`src/rtl/wscc_pkg.sv`:
```
// ============================================================================
// wscc_pkg: shared types and constants for the wheel speed / cadence block
// Item layouts, register map, state encodings and the per-channel decision
// function used when a measure item is accepted.
// ============================================================================
package wscc_pkg;

    localparam int REV_W   = 16;
    localparam int COEF_W  = 24;
    localparam int LIMIT_W = 16;
    localparam int PROD_W  = COEF_W + REV_W;
    localparam int CNT_W   = 6;
    localparam int PADDR_W = 4;
    localparam int PDATA_W = 32;

    localparam logic [CNT_W-1:0] MUL_LAST = CNT_W'(REV_W - 1);
    localparam logic [CNT_W-1:0] DIV_LAST = CNT_W'(PROD_W - 1);

    localparam logic [COEF_W-1:0]  SPEED_COEF_RST   = 24'd7630848;
    localparam logic [COEF_W-1:0]  CADENCE_COEF_RST = 24'd61440;
    localparam logic [LIMIT_W-1:0] SPEED_LIMIT_RST  = 16'd150;
    localparam logic [LIMIT_W-1:0] CADENCE_LIMIT_RST = 16'd200;

    localparam logic CMD_MEASURE = 1'b0;
    localparam logic CMD_CLEAR   = 1'b1;

    localparam logic [1:0] REG_SPEED_COEF    = 2'd0;
    localparam logic [1:0] REG_CADENCE_COEF  = 2'd1;
    localparam logic [1:0] REG_SPEED_LIMIT   = 2'd2;
    localparam logic [1:0] REG_CADENCE_LIMIT = 2'd3;

    typedef struct packed {
        logic             command;
        logic [REV_W-1:0] wheel_revs;
        logic [REV_W-1:0] wheel_time;
        logic [REV_W-1:0] crank_revs;
        logic [REV_W-1:0] crank_time;
    } meas_item_t;

    typedef struct packed {
        logic [REV_W-1:0] speed;
        logic [REV_W-1:0] cadence;
        logic             zero_interval;
    } res_item_t;

    typedef struct packed {
        logic [COEF_W-1:0]  coeff;
        logic [REV_W-1:0]   drev;
        logic [REV_W-1:0]   dtime;
        logic [LIMIT_W-1:0] limit;
    } chan_op_t;

    typedef struct packed {
        logic             run;
        logic             zero;
        logic             upd;
        logic [REV_W-1:0] drev;
        logic [REV_W-1:0] dtime;
    } chan_eval_t;

    typedef enum logic [1:0] {
        U_IDLE,
        U_MUL,
        U_DIV,
        U_FIN
    } unit_state_t;

    typedef enum logic [1:0] {
        T_IDLE,
        T_CALC,
        T_OUT
    } top_state_t;

    // Decides what one channel does with a measure sample.
    function automatic chan_eval_t chan_eval(
        input logic             primed,
        input logic [REV_W-1:0] last_revs,
        input logic [REV_W-1:0] last_time,
        input logic [REV_W-1:0] revs,
        input logic [REV_W-1:0] tim
    );
        chan_eval_t ev;
        ev       = '0;
        ev.drev  = revs - last_revs;
        ev.dtime = tim - last_time;
        if (!primed) begin
            ev.upd = 1'b1;
        end else if (revs != last_revs) begin
            ev.upd = 1'b1;
            if (ev.dtime == '0) begin
                ev.zero = 1'b1;
            end else begin
                ev.run = 1'b1;
            end
        end
        return ev;
    endfunction

endpackage

```
`src/rtl/wscc_chan_unit.sv`:
```
// ============================================================================
// wscc_chan_unit: bit-serial rate calculator for one channel
// Forms coeff * drev by shift and add, one multiplier bit per cycle, then
// divides the 40-bit product by dtime with a restoring divider, one quotient
// bit per cycle, and clamps quotients above the limit to zero.
// ============================================================================
module wscc_chan_unit (
    input  logic                              aclk,
    input  logic                              aresetn,
    input  logic                              start,
    input  wscc_pkg::chan_op_t                op,
    output logic                              busy,
    output logic [wscc_pkg::REV_W-1:0]        result
);
    import wscc_pkg::*;

    unit_state_t        state_reg, state_next;
    chan_op_t           op_reg, op_next;
    logic [CNT_W-1:0]   cnt_reg, cnt_next;
    logic [COEF_W-1:0]  acc_reg, acc_next;
    logic [REV_W-1:0]   mplr_reg, mplr_next;
    logic [PROD_W-1:0]  quo_reg, quo_next;
    logic [REV_W-1:0]   rem_reg, rem_next;
    logic [REV_W-1:0]   result_reg, result_next;

    logic [COEF_W-1:0]  addend;
    logic [COEF_W:0]    sum;
    logic [REV_W:0]     trial;
    logic [REV_W:0]     diff;
    logic               qbit;

    always_ff @(posedge aclk) begin
        if (!aresetn) begin
            state_reg <= U_IDLE;
            cnt_reg   <= '0;
        end else begin
            state_reg <= state_next;
            cnt_reg   <= cnt_next;
        end
        op_reg     <= op_next;
        acc_reg    <= acc_next;
        mplr_reg   <= mplr_next;
        quo_reg    <= quo_next;
        rem_reg    <= rem_next;
        result_reg <= result_next;
    end

    always_comb begin
        state_next  = state_reg;
        op_next     = op_reg;
        cnt_next    = cnt_reg;
        acc_next    = acc_reg;
        mplr_next   = mplr_reg;
        quo_next    = quo_reg;
        rem_next    = rem_reg;
        result_next = result_reg;

        addend = mplr_reg[0] ? op_reg.coeff : '0;
        sum    = {1'b0, acc_reg} + {1'b0, addend};
        // The partial remainder always stays below dtime, so a borrow out of
        // the 17-bit difference means the trial value was too small.
        trial  = {rem_reg, quo_reg[PROD_W-1]};
        diff   = trial - {1'b0, op_reg.dtime};
        qbit   = !diff[REV_W];

        case (state_reg)
            U_IDLE: begin
                if (start) begin
                    op_next    = op;
                    acc_next   = '0;
                    mplr_next  = op.drev;
                    cnt_next   = '0;
                    state_next = U_MUL;
                end
            end
            U_MUL: begin
                acc_next  = sum[COEF_W:1];
                mplr_next = {sum[0], mplr_reg[REV_W-1:1]};
                if (cnt_reg == MUL_LAST) begin
                    quo_next   = {sum[COEF_W:1], sum[0], mplr_reg[REV_W-1:1]};
                    rem_next   = '0;
                    cnt_next   = '0;
                    state_next = U_DIV;
                end else begin
                    cnt_next = cnt_reg + 1'b1;
                end
            end
            U_DIV: begin
                rem_next = qbit ? diff[REV_W-1:0] : trial[REV_W-1:0];
                quo_next = {quo_reg[PROD_W-2:0], qbit};
                if (cnt_reg == DIV_LAST) begin
                    cnt_next   = '0;
                    state_next = U_FIN;
                end else begin
                    cnt_next = cnt_reg + 1'b1;
                end
            end
            U_FIN: begin
                if ((quo_reg[PROD_W-1:REV_W] != '0) ||
                    (quo_reg[REV_W-1:0] > op_reg.limit)) begin
                    result_next = '0;
                end else begin
                    result_next = quo_reg[REV_W-1:0];
                end
                state_next = U_IDLE;
            end
            default: begin
                state_next = U_IDLE;
            end
        endcase
    end

    assign busy   = (state_reg != U_IDLE);
    assign result = result_reg;

endmodule

```
`src/rtl/wheel_speed_cadence_calc.sv`:
```
// ============================================================================
// wheel_speed_cadence_calc: wheel speed and crank cadence calculator
// Turns wrapping revolution counts and event times into speed and cadence,
// with per-channel priming, limits and an APB register port for the scales.
// ============================================================================
// Sequence: an item that needs a division passes through the channel units
// (16 multiply bits, then 40 quotient bits, then the clamp step) and then
// through T_CALC and T_OUT to the result register; clear, priming,
// zero-interval and unchanged items go from T_IDLE straight to T_OUT.
// A new item is accepted only in T_IDLE, once the previous one is through
// the channel units and handed over; the next item is accepted while the
// previous result waits in m_item. Reset (aresetn, synchronous, active low)
// restores the register defaults and leaves both channels unprimed.
module wheel_speed_cadence_calc (
    input  logic                              aclk,
    input  logic                              aresetn,
    // Measure / clear items
    input  logic                              s_valid,
    output logic                              s_ready,
    input  wscc_pkg::meas_item_t              s_item,
    // Result items
    output logic                              m_valid,
    input  logic                              m_ready,
    output wscc_pkg::res_item_t               m_item,
    // Configuration port
    input  logic                              psel,
    input  logic                              penable,
    input  logic                              pwrite,
    input  logic [wscc_pkg::PADDR_W-1:0]      paddr,
    input  logic [wscc_pkg::PDATA_W-1:0]      pwdata,
    output logic [wscc_pkg::PDATA_W-1:0]      prdata,
    output logic                              pready
);
    import wscc_pkg::*;

    // ------------------------------------------------------------------
    // Configuration registers. Each register sits at byte address 4*index;
    // the two low address bits are ignored.
    // ------------------------------------------------------------------
    logic [COEF_W-1:0]  speed_coef_reg;
    logic [COEF_W-1:0]  cadence_coef_reg;
    logic [LIMIT_W-1:0] speed_limit_reg;
    logic [LIMIT_W-1:0] cadence_limit_reg;
    logic               cfg_write;

    assign pready    = 1'b1;
    assign cfg_write = psel && penable && pwrite && pready;

    always_ff @(posedge aclk) begin
        if (!aresetn) begin
            speed_coef_reg    <= SPEED_COEF_RST;
            cadence_coef_reg  <= CADENCE_COEF_RST;
            speed_limit_reg   <= SPEED_LIMIT_RST;
            cadence_limit_reg <= CADENCE_LIMIT_RST;
        end else if (cfg_write) begin
            case (paddr[3:2])
                REG_SPEED_COEF:    speed_coef_reg    <= pwdata[COEF_W-1:0];
                REG_CADENCE_COEF:  cadence_coef_reg  <= pwdata[COEF_W-1:0];
                REG_SPEED_LIMIT:   speed_limit_reg   <= pwdata[LIMIT_W-1:0];
                REG_CADENCE_LIMIT: cadence_limit_reg <= pwdata[LIMIT_W-1:0];
                default: begin
                end
            endcase
        end
    end

    always_comb begin
        case (paddr[3:2])
            REG_SPEED_COEF:    prdata = PDATA_W'(speed_coef_reg);
            REG_CADENCE_COEF:  prdata = PDATA_W'(cadence_coef_reg);
            REG_SPEED_LIMIT:   prdata = PDATA_W'(speed_limit_reg);
            REG_CADENCE_LIMIT: prdata = PDATA_W'(cadence_limit_reg);
            default:           prdata = '0;
        endcase
    end

    // ------------------------------------------------------------------
    // Channel history. Each channel remembers whether it has been primed
    // and the count and time of the last sample that primed it or moved its count.
    // ------------------------------------------------------------------
    logic             wheel_primed_reg, wheel_primed_next;
    logic [REV_W-1:0] wheel_last_revs_reg, wheel_last_revs_next;
    logic [REV_W-1:0] wheel_last_time_reg, wheel_last_time_next;
    logic             crank_primed_reg, crank_primed_next;
    logic [REV_W-1:0] crank_last_revs_reg, crank_last_revs_next;
    logic [REV_W-1:0] crank_last_time_reg, crank_last_time_next;

    // Sequencing and the result register.
    top_state_t       state_reg, state_next;
    logic             wrun_reg, wrun_next;
    logic             crun_reg, crun_next;
    logic             zero_reg, zero_next;
    logic             m_valid_reg, m_valid_next;
    res_item_t        m_item_reg, m_item_next;

    chan_eval_t       wev;
    chan_eval_t       cev;
    logic             accept;
    logic             is_meas;
    logic             wstart;
    logic             cstart;
    chan_op_t         wop;
    chan_op_t         cop;
    logic             wbusy;
    logic             cbusy;
    logic [REV_W-1:0] wresult;
    logic [REV_W-1:0] cresult;

    // Both channels are judged straight from the accepted item and the
    // stored history, so only the multiply and division need the serial units.
    assign wev = chan_eval(wheel_primed_reg, wheel_last_revs_reg, wheel_last_time_reg,
                           s_item.wheel_revs, s_item.wheel_time);
    assign cev = chan_eval(crank_primed_reg, crank_last_revs_reg, crank_last_time_reg,
                           s_item.crank_revs, s_item.crank_time);

    assign s_ready = (state_reg == T_IDLE);
    assign accept  = s_valid && s_ready;
    assign is_meas = (s_item.command == CMD_MEASURE);
    assign wstart  = accept && is_meas && wev.run;
    assign cstart  = accept && is_meas && cev.run;

    assign wop = '{coeff: speed_coef_reg, drev: wev.drev, dtime: wev.dtime,
                   limit: speed_limit_reg};
    assign cop = '{coeff: cadence_coef_reg, drev: cev.drev, dtime: cev.dtime,
                   limit: cadence_limit_reg};

    // The two channels run side by side, each in its own serial unit.
    wscc_chan_unit u_wheel (
        .aclk    (aclk),
        .aresetn (aresetn),
        .start   (wstart),
        .op      (wop),
        .busy    (wbusy),
        .result  (wresult)
    );

    wscc_chan_unit u_crank (
        .aclk    (aclk),
        .aresetn (aresetn),
        .start   (cstart),
        .op      (cop),
        .busy    (cbusy),
        .result  (cresult)
    );

    always_ff @(posedge aclk) begin
        if (!aresetn) begin
            state_reg           <= T_IDLE;
            m_valid_reg         <= 1'b0;
            wheel_primed_reg    <= 1'b0;
            wheel_last_revs_reg <= '0;
            wheel_last_time_reg <= '0;
            crank_primed_reg    <= 1'b0;
            crank_last_revs_reg <= '0;
            crank_last_time_reg <= '0;
        end else begin
            state_reg           <= state_next;
            m_valid_reg         <= m_valid_next;
            wheel_primed_reg    <= wheel_primed_next;
            wheel_last_revs_reg <= wheel_last_revs_next;
            wheel_last_time_reg <= wheel_last_time_next;
            crank_primed_reg    <= crank_primed_next;
            crank_last_revs_reg <= crank_last_revs_next;
            crank_last_time_reg <= crank_last_time_next;
        end
        wrun_reg   <= wrun_next;
        crun_reg   <= crun_next;
        zero_reg   <= zero_next;
        m_item_reg <= m_item_next;
    end

    always_comb begin
        state_next           = state_reg;
        wrun_next            = wrun_reg;
        crun_next            = crun_reg;
        zero_next            = zero_reg;
        m_item_next          = m_item_reg;
        wheel_primed_next    = wheel_primed_reg;
        wheel_last_revs_next = wheel_last_revs_reg;
        wheel_last_time_next = wheel_last_time_reg;
        crank_primed_next    = crank_primed_reg;
        crank_last_revs_next = crank_last_revs_reg;
        crank_last_time_next = crank_last_time_reg;
        // The result register empties when the consumer takes its item.
        m_valid_next         = m_valid_reg && !m_ready;

        case (state_reg)
            T_IDLE: begin
                if (accept) begin
                    if (is_meas) begin
                        wrun_next = wev.run;
                        crun_next = cev.run;
                        zero_next = wev.zero || cev.zero;
                        if (wev.upd) begin
                            wheel_primed_next    = 1'b1;
                            wheel_last_revs_next = s_item.wheel_revs;
                            wheel_last_time_next = s_item.wheel_time;
                        end
                        if (cev.upd) begin
                            crank_primed_next    = 1'b1;
                            crank_last_revs_next = s_item.crank_revs;
                            crank_last_time_next = s_item.crank_time;
                        end
                        state_next = (wev.run || cev.run) ? T_CALC : T_OUT;
                    end else begin
                        // A clear item unprimes both channels and reports zeros.
                        wrun_next         = 1'b0;
                        crun_next         = 1'b0;
                        zero_next         = 1'b0;
                        wheel_primed_next = 1'b0;
                        crank_primed_next = 1'b0;
                        state_next        = T_OUT;
                    end
                end
            end
            T_CALC: begin
                if (!wbusy && !cbusy) begin
                    state_next = T_OUT;
                end
            end
            T_OUT: begin
                // Hand the result over once the output register is free or
                // is being emptied in this same cycle.
                if (!m_valid_reg || m_ready) begin
                    m_item_next.speed         = wrun_reg ? wresult : '0;
                    m_item_next.cadence       = crun_reg ? cresult : '0;
                    m_item_next.zero_interval = zero_reg;
                    m_valid_next              = 1'b1;
                    state_next                = T_IDLE;
                end
            end
            default: begin
                state_next = T_IDLE;
            end
        endcase
    end

    assign m_valid = m_valid_reg;
    assign m_item  = m_item_reg;

endmodule
```
`config.mk`:
```
export PLATFORM = sky130hd
export DESIGN_NAME = wheel_speed_cadence_calc
export DESIGN_NICKNAME = d
export VERILOG_FILES = /design/src/rtl/wscc_pkg.sv /design/src/rtl/wscc_chan_unit.sv /design/src/rtl/wheel_speed_cadence_calc.sv
export SDC_FILE = /design/constraint.sdc
export NUM_CORES = 1
export LEC_CHECK = 0
export BUFFER_PORTS_ARGS = -buffer_cell sky130_fd_sc_hd__buf_4
export CAP_MARGIN = 20
export CORE_ASPECT_RATIO = 0.5
export CORE_MARGIN = 2
export CORE_UTILIZATION = 35
export DETAILED_ROUTE_END_ITERATION = 10
export GPL_TIMING_DRIVEN = 0
export PLACE_DENSITY = 0.57
export SLEW_MARGIN = 20
export SYNTH_ARGS = -nofsm -noshare
export SYNTH_HDL_FRONTEND = slang
export SYNTH_SLANG_ARGS = --single-unit
```
`constraint.sdc`:
```
create_clock -name aclk -period 12.6 [get_ports aclk]
set_input_delay 1.26 -clock aclk [delete_from_list [all_inputs] [get_ports aclk]]
set_output_delay 1.26 -clock aclk [all_outputs]
set_load 0.1 [all_outputs]
```
* Yosys cells after proc, flatten, opt, wreduce, memory -nomap -nowiden
Cells that the tools add are included.
Storage, ports and cells: bits in registers 537, latch bits 0, bits in writable memories 0, bits in read-only memories 0, input port bits 108, output and inout port bits 68, word-level logic and storage cells 194, memories 0
Operators by class: add/subtract/negate cells 10, multipliers 0, divide/modulo/power cells 0, $lt $le $gt $ge 2, equality and inequality tests 26, shift-type cells 0, muxes and demuxes 59, bitwise logic cells 1, reductions and logical operators 58
Operator list (number):
- one-hot mux 40 bit (2 select lines) | 2
- one-hot mux 16 bit (2 select lines) | 4
- one-hot mux 32 bit (4 select lines) | 1
- two-way mux 16 bit | 6
- two-way mux 24 bit | 4
- one-hot mux 24 bit (2 select lines) | 2
- two-way mux 40 bit | 2
- subtractor 16 bit | 4
- adder 24 x 24 -> 25 bit | 2
- nonzero test 24 bit | 2
- two-way mux 6 bit | 6
- one-hot mux 6 bit (3 select lines) | 2
- subtractor 17 x 16 -> 17 bit | 2
- > comparator 16 bit | 2
- zero test 16 bit | 2
- inequality test 16 bit | 2
- AND reduction 2 bit | 14
- two-way mux 2 bit | 13
- one-hot mux 2 bit (4 select lines) | 2
- nonzero test 2 bit | 8
- AND reduction 3 bit | 5
- == test 2 bit (second input constant) | 7
- adder 6 x 1 -> 6 bit (second input constant) | 2
- == test 6 x 4 -> 1 bit (second input constant) | 2
- other kinds (14) | 58

* Longest topological paths before layout
word-level depth 10, mapped depth 14, mapped depth without buffers 14

* Modules after synthesis
A second synthesis with hierarchy kept.
Second synthesis, totals: cell total of the unflattened synthesis 2858, area, all modules 29862.4 um2
By module, submodules not included:
- wheel_speed_cadence_calc | times used 1, cells an instance 1225, area each 10777.8 um2, sequential area each 4063.9 um2
- wscc_chan_unit at u_wheel | times used 1, cells an instance 835, area each 9626.7 um2, sequential area each 5205.0 um2
- wscc_chan_unit at u_crank | times used 1, cells an instance 798, area each 9457.8 um2, sequential area each 5205.0 um2

* Worst setup path after synthesis
No wires, ideal clock.
kind in2reg, start in s_item[0] (netlist name), end reg u_crank.acc_reg[0], enable pin, library setup time 0.396 ns, data arrival time 6.430 ns, required time 12.204 ns, path slack 5.774 ns, cell stages on the path 13, cells stage by stage inv_1 -> ha_1 -> fa_1 -> nor2b_1 -> o31a_1 -> o21a_1 -> o21a_1 -> a211oi_1 -> xor2_1 -> nand4_1 -> nand3_1 -> nor2_1 -> a21o_1
Between the ends: cells in the longest elaborated chain, start to end 8
RTL lines:
- from (decl) | line wheel_speed_cadence_calc.sv:20 | input wscc_pkg::meas_item_t s_item,
- subtractor 16 bit | line wscc_pkg.sv:85 | ev.dtime = tim - last_time;
- zero test 16 bit | line wscc_pkg.sv:90 | if (ev.dtime == '0) begin
- two-way mux 1 bit | line wscc_pkg.sv:90
- two-way mux 3 bit | line wscc_pkg.sv:88 | end else if (revs != last_revs) begin
- two-way mux 2 bit | line wscc_pkg.sv:86 | if (!primed) begin
- logical AND 1 bit | line wheel_speed_cadence_calc.sv:120 | assign cstart = accept && is_meas && cev.run;
- inequality test 2 bit (no line)
- AND reduction 2 bit (no line)
- to (signal assigned) | line wscc_chan_unit.sv:41 | acc_reg <= acc_next;
- to (decl) | line wscc_chan_unit.sv:20 | logic [COEF_W-1:0] acc_reg, acc_next;
No other way between the ends. A chain may end at the register's enable or synchronous reset.

* Worst setup path after layout
start in s_item[0] (netlist name), end reg u_crank.acc_reg[9], enable pin
Same word-level chain as after synthesis.

==> out/metrics.csv <==
metric,value,unit
Setup Skew,0.0124,ns
Routed WL,72.8,mm
die height,207,um
Final #Nets,3292,
Root Driver,clkbuf_16,
Bufs on Longest Clock Path,3,
Max Cap Viol,0,
"most common cell after layout, fill and taps aside",edfxtp_1,
XOR/XNOR Fraction of Synth Area,0.0320,
type of the worst setup path,in2reg,
hold wc startpoint,zero_reg$_SDFFCE_PP0P_,
minimum clock period after layout,5.17,ns
register area,0.0145,mm^2
RSZ-0062 raised after global routing,false,
worst-path maximum fanout,23,
CP required,12.95,ns
CTS tree,built,
largest net degree at the start of global routing,31,
DR vias,20700,
Hold Crit Class,reg2reg,
H-tree depth,2,
CTS Buf Count,53,
Ports,176,
Synth Register Bits,537,
Layout Area Growth over Synthesis,16.2,%
Synth Area in Compound Gates,0.118,
GP Congestion,0.900,
Final Hold Viols,0,
grt ovf,0,
crit path cell chain,buf_4 > inv_1 > ha_1 > fa_1 > nor2b_1 > o31a_1 > o21a_1 > o21a_1 > nor2_1 > a2111oi_0 > nand4_1 > nand3_1 > nor2_4 > buf_16 > a21o_2 > buf_16,
Critical Path End Type,flop,
Adder-Cell Fraction of Synth Area,0.0841,
Place WS,6.81,ns
"Data arrival, critical path",5.51,ns
antenna violations before repair,0,
"Hold-fix buffers, CTS",0,
most frequent cells in the layout,"372 x edfxtp_1, 323 x nand2_1, 203 x inv_1",
post-synthesis simple-gate area fraction,0.161,
Pleak,12.9,nW
ys flop type,edfxtp_1,
count of flip-flops with a built-in enable after synthesis,372,
Slew headroom,0.404,
Worst Tran Pin Value,0.893,ns
hold path depth,0,
Mapped Area,0.0290,mm^2
Initial DRT Pass Iterations,5,
PD cells,139,mW/mm^2
syn_area_per_cell,10.5,um^2
critical path startpoint,s_item[0],
Avg Vias per Cell,5.00,
largest family of logic cells by synthesized area,simple AND/OR/NAND/NOR gates,
status,finished clean,
Synth Warn #,0,
R2R depth,14,
"FFs w/ async S/R, synth",0,
total track usage,0.169,
setup violators final,0,
fin. max-slew vios,0,
Resize count post-CTS,0,
residual DRC count,0,
CP startpoint kind,input pin,
core area,0.0818,mm^2
Worst-Skew Late Latency,0.60,ns
fin crit share,0.410,
Core Rows,74,
number of post-CTS setup repair buffers,0,
filler instances,7900,
fmax,0.194,GHz
flop-to-flop setup slack,7.93,ns
CTS Sinks,537,
DRC marker count from the first detailed-route iteration,1285,
clk slew on worst S/H paths,0.06,ns
Die X,411,um
Initial Utilization,0.354,
share of cells above drive strength 1,0.120,
mux share of post-synthesis cell area,0.0629,
footprint of the multi-input gates,0.0134,mm^2
Die Area,0.0852,mm^2
worst stage delay on the critical path,0.77,ns
"Buf+Inv Stages, Crit Path",4,
Synth cell types,83,
Crit-path slowest cell,a2111oi_0,
fin util,0.412,
setup TNS,0,ns
Final WS setup,7.43,ns
Routed wire per std cell,17.6,um
reg2reg end,u_crank.acc_reg[9]$_SDFFCE_PN0P_,
post-synthesis sequential area ratio,0.500,
Min-Delay Endpoint,m_item[0]$_DFFE_PP_,
Max VDD drop,86.3,uV
number of global-route vias before repair,20200,
Buffers on Ports,156,
first-pass GRT wire length,114,mm
Reg2Reg Launch Point,crank_last_time_reg[0]$_SDFFE_PN0P_,
"antenna viol nets, final",0,
Post-Syn Instances,2763,
CP top delay family,compound AO/OA/AOI/OAI gates,
dpl hpwl,56.0,mm
-- how the worst max path moves through the flow --
stage	endpoint	slack [ns]	cells after the start
after floorplan	u_crank.acc_reg[0]$_SDFFCE_PN0P_	5.77	13
after global placement	u_crank.acc_reg[21]$_SDFFCE_PN0P_	3.52	14
after detailed placement	u_crank.mplr_reg[10]$_DFFE_PP_	6.81	16
after CTS	u_crank.mplr_reg[6]$_DFFE_PP_	7.44	16
after global routing	u_crank.acc_reg[9]$_SDFFCE_PN0P_	7.12	16
final	u_crank.acc_reg[9]$_SDFFCE_PN0P_	7.43	16
-- power breakdown --
part / leakage (nW) / internal (mW) / switching, mW
Clock: 0.851 / 0.926 / 0.715
Combinational: 7.36 / 0.357 / 0.601
Sequential: 4.65 / 2.02 / 0.0464
-- synthesized netlist by cell type (7+ instances only) --
library cell	n	area, um^2
edfxtp_1	372	11200
nand2_1	323	1210
inv_1	204	766
ha_1	182	2280
dfxtp_1	165	3300
nor2_1	164	616
o21ai_0	128	641
and2_1	127	795
a21oi_1	104	521
mux2i_1	101	1010
nor2b_1	85	532
clkbuf_1	83	312
a21boi_0	75	563
xnor2_1	57	499
nand3_1	54	270
xor2_1	45	394
mux2_2	40	450
nor3_1	40	200
o21a_1	33	248
a21o_1	32	240
nand2b_1	27	169
nand4_1	23	144
nor4_1	22	138
and3_1	16	100
mux4_2	16	360
a211oi_1	14	105
a31oi_1	14	87.6
nand3b_1	14	105
o31ai_1	13	97.6
o21bai_1	11	82.6
or3_1	11	68.8
buf_4	10	75.1
or2_2	10	62.6
fa_1	8	160
o211ai_1	8	60.1
o31a_1	8	70.1
a211o_1	7	61.3
buf_2	7	35.0
o2111ai_1	7	61.3
o22ai_1	7	43.8
-- per-stage QoR --
stage,power (mW),cell area (um^2),instances,hold WS (ns)
6_report,4.66,33700,4139,0.445
5_1_grt,4.89,33700,4138,0.474
4_1_cts,4.72,33700,4138,0.448
3_5_place_dp,3.06,31900,4041,0.436
3_3_place_gp,3.03,31600,4028,0.435
2_1_floorplan,2.77,29000,2770,0.400
-- final cells by class --
class | instances | share of cell area
sequential | 537 | 0.430
tap | 1102 | 0.0409
inverter | 204 | 0.0227
buffer | 107 | 0.0135
multi-input combinational | 1922 | 0.397
timing repair buffer | 169 | 0.0444
clock buffer | 64 | 0.0421
antenna | 1 | 0.0000743
clock inverter | 33 | 0.00992
-- cell families (layout without fill, tap and decap cells) --
group,Yosys count,count (layout)
multiplexers,157,157
buffers and inverters,311,577
flip-flops,537,537
AND/OR/NAND/NOR,946,946
XOR/XNOR,104,104
adder cells (fa/ha/maj),190,190
AO/OA/AOI/OAI,516,516
other,2,10
-- per-layer routing --
layer  vias up  track usage  part of all wire
met3       119       0.0225             0.037
met5         -            0                 0
li1      10300            -                 -
met4         0       0.0513             0.029
met1      9942        0.233              0.48
met2       340        0.275              0.46
(Power assumes the default switching activity.)
